===== src/sv/assert_macros.svh =====
// ----------------------------------------------------------------------------
// assert_macros.svh
// shared concurrent assertion macros, clocked on clk with reset rst_n
// ----------------------------------------------------------------------------
`ifndef ASSERT_MACROS_SVH
`define ASSERT_MACROS_SVH

// property must hold at every clock edge outside reset
`define ASSERT_ALWAYS(lbl, prop, msg) \
    lbl: assert property (@(posedge clk) disable iff (!rst_n) (prop)) else $error(msg);

// condition must never be seen outside reset
`define ASSERT_NEVER(lbl, cond, msg) \
    lbl: assert property (@(posedge clk) disable iff (!rst_n) !(cond)) else $error(msg);

`endif


===== src/sv/fqd_pkg.sv =====
// ----------------------------------------------------------------------------
// fqd_pkg
// types and codes shared by the queue top level and its storage cells
// ----------------------------------------------------------------------------
package fqd_pkg;

    localparam int DATA_W    = 32;
    localparam int DEPTH_DEF = 64;

    localparam logic [1:0] ACT_ENQUEUE = 2'd0;
    localparam logic [1:0] ACT_REMOVE  = 2'd1;
    localparam logic [1:0] ACT_DUMP    = 2'd2;

    localparam logic [2:0] STAT_DONE      = 3'd0;
    localparam logic [2:0] STAT_FULL      = 3'd1;
    localparam logic [2:0] STAT_NOT_FOUND = 3'd2;
    localparam logic [2:0] STAT_EMPTY     = 3'd3;
    localparam logic [2:0] STAT_ENTRY     = 3'd4;

    // commands broadcast to every cell of the chain
    typedef struct packed {
        logic enq;
        logic rem;
        logic rot;
    } ctrl_t;

endpackage


===== src/sv/fqd_cell.sv =====
// ----------------------------------------------------------------------------
// fqd_cell
// one queue slot: holds an entry, appends, closes gaps and rotates for dump
// ----------------------------------------------------------------------------
module fqd_cell
(
    input  logic                               clk,
    input  logic                               rst_n,
    input  fqd_pkg::ctrl_t                     ctrl,
    input  logic signed [fqd_pkg::DATA_W-1:0]  value,
    input  logic                               prev_valid,
    input  logic                               next_valid,
    input  logic signed [fqd_pkg::DATA_W-1:0]  next_data,
    input  logic signed [fqd_pkg::DATA_W-1:0]  head_data,
    input  logic                               hit_in,
    output logic                               hit_out,
    output logic                               valid,
    output logic signed [fqd_pkg::DATA_W-1:0]  data
);

    logic                              valid_reg;
    logic                              valid_next;
    logic signed [fqd_pkg::DATA_W-1:0] data_reg;
    logic signed [fqd_pkg::DATA_W-1:0] data_next;
    logic                              match;
    logic                              shift;

    assign match   = valid_reg && (data_reg == value);
    assign hit_out = hit_in || match;
    // every slot from the first match onward pulls from its neighbor
    assign shift   = ctrl.rem && hit_out;

    always_comb
    begin
        valid_next = valid_reg;
        data_next  = data_reg;
        if (ctrl.enq && !valid_reg && prev_valid)
        begin
            valid_next = 1'b1;
            data_next  = value;
        end
        else if (shift)
        begin
            valid_next = next_valid;
            data_next  = next_data;
        end
        else if (ctrl.rot && valid_reg)
        begin
            // last occupied slot wraps around to the head
            data_next = next_valid ? next_data : head_data;
        end
    end

    always_ff @(posedge clk or negedge rst_n)
    begin
        if (!rst_n)
        begin
            valid_reg <= 1'b0;
        end
        else
        begin
            valid_reg <= valid_next;
        end
    end

    always_ff @(posedge clk)
    begin
        data_reg <= data_next;
    end

    assign valid = valid_reg;
    assign data  = data_reg;

endmodule


===== config.mk =====
export PLATFORM = sky130hd
export DESIGN_NAME = fqd_cell
export DESIGN_NICKNAME = d
export VERILOG_FILES = /design/src/sv/assert_macros.svh /design/src/sv/fqd_pkg.sv /design/src/sv/fqd_cell.sv
export SDC_FILE = /design/constraint.sdc
export NUM_CORES = 1
export LEC_CHECK = 0
export ABC_AREA = 0
export BUFFER_PORTS_ARGS = -buffer_cell sky130_fd_sc_hd__buf_2
export CAP_MARGIN = 10
export CORE_MARGIN = 5
export CORE_UTILIZATION = 46
export CTS_CLUSTER_DIAMETER = 60
export DETAILED_ROUTE_END_ITERATION = 10
export PLACE_DENSITY = 0.92
export SYNTH_ARGS = -nofsm -noshare
export SYNTH_HDL_FRONTEND = slang
export SYNTH_SLANG_ARGS = --single-unit

===== constraint.sdc =====
create_clock -name clk -period 7.5 [get_ports clk]
set_clock_uncertainty 0.05 [all_clocks]
set_input_delay 0.375 -clock clk [delete_from_list [all_inputs] [get_ports clk]]
set_output_delay 0.375 -clock clk [all_outputs]
set_load 0.02 [all_outputs]

==> key figures <==
Outcome
  • Status: finished clean

Cells and area
  • N_diodes: 0
  • # fillers: 406
  • Commonest non-fill, non-tap cells in the layout: 137 x buf_2, 32 x o21ai_0, 32 x a31oi_1, 32 x edfxtp_1, 30 x a21oi_1
  • Fin nets: 474
  • Max FFs per register: 32
  • Multi-input logic area: 1069 um2
  • Fraction of layout cells with a size suffix above 1: 41.62%
  • Most common cell after layout, fill and taps aside: buf_2
  • Syn-to-layout area delta: 36.49%
  • Seq. cell area: 985.9 um2

CTS
  • Post-CTS setup buffer count: 0
  • Hold buffers post-CTS: 1
  • H-tree levels: 2
  • # clock sinks: 33
  • Clock Latency Late Sink: 0.28 ns
  • Root Buffer: clkbuf_8
  • CTS tree: yes
  • Clock slew at reported path FFs: 0.07 ns
  • Max Root-Sink Buffers: 2
  • Post-cts resize count: 0
  • Num CTS Buffers: 5

STA
  • Setup violations, final: 0
  • Final Slew Violations: 0
  • Worst relative slew slack: 25.31%
  • Final setup TNS: 0 ns
  • Post-route setup slack: 4.306 ns
  • Hold Fails Final Rpt: 0
  • Max Clock Freq: 313.1 MHz
  • Final period util: 42.58%
  • Slew of the pin with the lowest slew margin: 1.120 ns
  • Final min period: 3.194 ns
  • RSZ-0062 raised after global routing: no

Die
  • Die Ht: 78.64 um
  • Row cnt: 25
  • Starting Density: 46.50%
  • Total core area: 4661 um2
  • Die Width: 78.64 um
  • # IOs: 138
  • Die ar.: 6183 um2

Critical path
  • Crit. Startpoint: data[21]
  • R2R Setup Slk: 4.31 ns
  • Reg2reg end: data[7]
  • WP buf/inv: 0
  • Reg-to-Reg Start: data[21]
  • Nature of the critical path endpoint: register
  • Setup crit start kind: register
  • CP Cell Sequence: xor2_1, nor4_1, nand4_1, or4_1, a31oi_1, a21oi_1
  • CP peak stage delay: 1.07 ns
  • CP Data Arrival Time: 3.17 ns
  • Crit path required time: 7.48 ns
  • Setup CP Type: register to register
  • Worst Reg-to-Reg Cells: 6
  • CP max stage cell: or4_1
  • Top delay family on crit path: simple AND/OR/NAND/NOR gates
  • Worst-path fanout max: 32

Logic synthesis
  • Yosys reg bits: 33
  • Syn_area_per_cell: 9.067 um2
  • Synth warn: 0
  • Share of flip-flops with an asynchronous set or reset: 3.030%
  • EDFF count, synth: 32
  • Synth Instances: 239
  • Post-Syn Area: 2167 um2
  • Top FF cell, synth: edfxtp_1
  • Sequential share of the synthesized area: 45.50%
  • Distinct cells, synth: 30
  • Net Count, Synth: 343

Job
  • Max Cap Viol: 0

Routing
  • Post-DRT Antenna Nets: 0
  • DR WL met2: 3715 um
  • Final WL: 7557 um
  • DR top layer: met4
  • WL per Instance: 17.82 um
  • Initial DRC Count: 197
  • DRC Markers: 0
  • DRT Pass-1 Iters: 5
  • Vias/cell: 5.958
  • WL met3: 745 um
  • Vias after detailed routing: 2526
  • M1 WL: 3019 um

Placement
  • Pre-CTS setup slack: 4.253 ns
  • Port Buf Inserts: 137
  • Gpl congestion: 0.8687
  • HPWL reported at the end of detailed placement: 5434 um

Global route
  • First-pass GRT wire length: 11400 um
  • Global Route Usage Sum: 23.45%
  • Largest net degree at the start of global routing: 37
  • Grt total ovfl: 0
  • Vias in the first global route: 2394
  • Initial antenna violation count: 0

Power and ir drop
  • Worst ir drop on vdd: 0.0001063 V
  • Power density cells: 193.2 nW/um2
  • Lkg Pwr: 1.317 nW

Min path
  • Worst Hold Class: input pin to async pin
==> metal layers <==
metal	GRT usage [%]	vias up
li1	-	1162
met1	29.90	1189
met3	5.619	9
met5	0	-
met2	40.15	166
met4	5.245	0
==> report_power, final <==
part           total [mW]  internal [mW]  switching, mW
combinational       0.186         0.0743          0.112
clock               0.125         0.0626         0.0626
sequential          0.260          0.241         0.0195
==> how the worst max path moves through the flow <==
| stage | to | slack [ns] | cells after the start |
|---|---|---|---|
| finish | data[7] | 4.31 | 6 |
| global route | data[5] | 4.23 | 6 |
| CTS | data[13] | 4.29 | 7 |
| detailed placement | data[6] | 4.25 | 8 |
| global placement | data[22] | 4.36 | 8 |
| floorplan | data[0] | 4.23 | 6 |
==> metrics by stage <==
step                util [%]  area, um2  instances  total power, mW  hold slack, ns
floorplan                  -       2167        239           0.3688         0.02941
CTS                    63.30       2950        423           0.5729          0.3434
detailed placement     61.45       2864        415           0.4474          0.1076
global placement       61.45       2864        415           0.4428         0.09984
finish                 63.46       2958        424           0.5713          0.3677
global route           63.46       2958        424           0.6008          0.3593
==> kinds of logic (layout without fill, tap and decap cells) <==
family	count (synthesis)	after routing	synth area share, %
flops	33	33	45.50
buf+inv	26	157	5.773
simple gates	46	46	9.584
compound gates	107	107	28.23
xor+xnor	27	27	10.91
==> area by class of cell <==
| class | count | area share [%] |
|---|---|---|
| Tap cell | 54 | 2.284 |
| Multi-Input combinational cell | 180 | 36.13 |
| Clock buffer | 6 | 2.453 |
| Sequential cell | 33 | 33.33 |
| Clock inverter | 1 | 0.1269 |
| Inverter | 7 | 0.8883 |
| Timing Repair Buffer | 143 | 24.79 |
==> cell usage after synthesis (2+ instances only) <==
library cell / n / area share (%)
nor2_1: 30 / 5.2
a22oi_1: 2 / 0.69
buf_6: 3 / 1.6
edfxtp_1: 32 / 44
a21o_1: 2 / 0.69
a21oi_1: 31 / 7.2
buf_2: 3 / 0.69
a31oi_1: 32 / 9.2
nand4_1: 3 / 0.87
inv_1: 7 / 1.2
xor2_1: 20 / 8.1
xnor2_1: 7 / 2.8
nor4_1: 5 / 1.4
nand2_1: 4 / 0.69
clkbuf_1: 12 / 2.1
o21ai_0: 32 / 7.4
==> worst register-to-register path, stage by stage, from the launching register on <==
cell	delay, ns
edfxtp_1	0.42
xor2_1	0.19
nor4_1	0.44
nand4_1	0.25
or4_1	1.07
a31oi_1	0.41
a21oi_1	0.11
No activity file was read; power rests on OpenSTA's default activity.
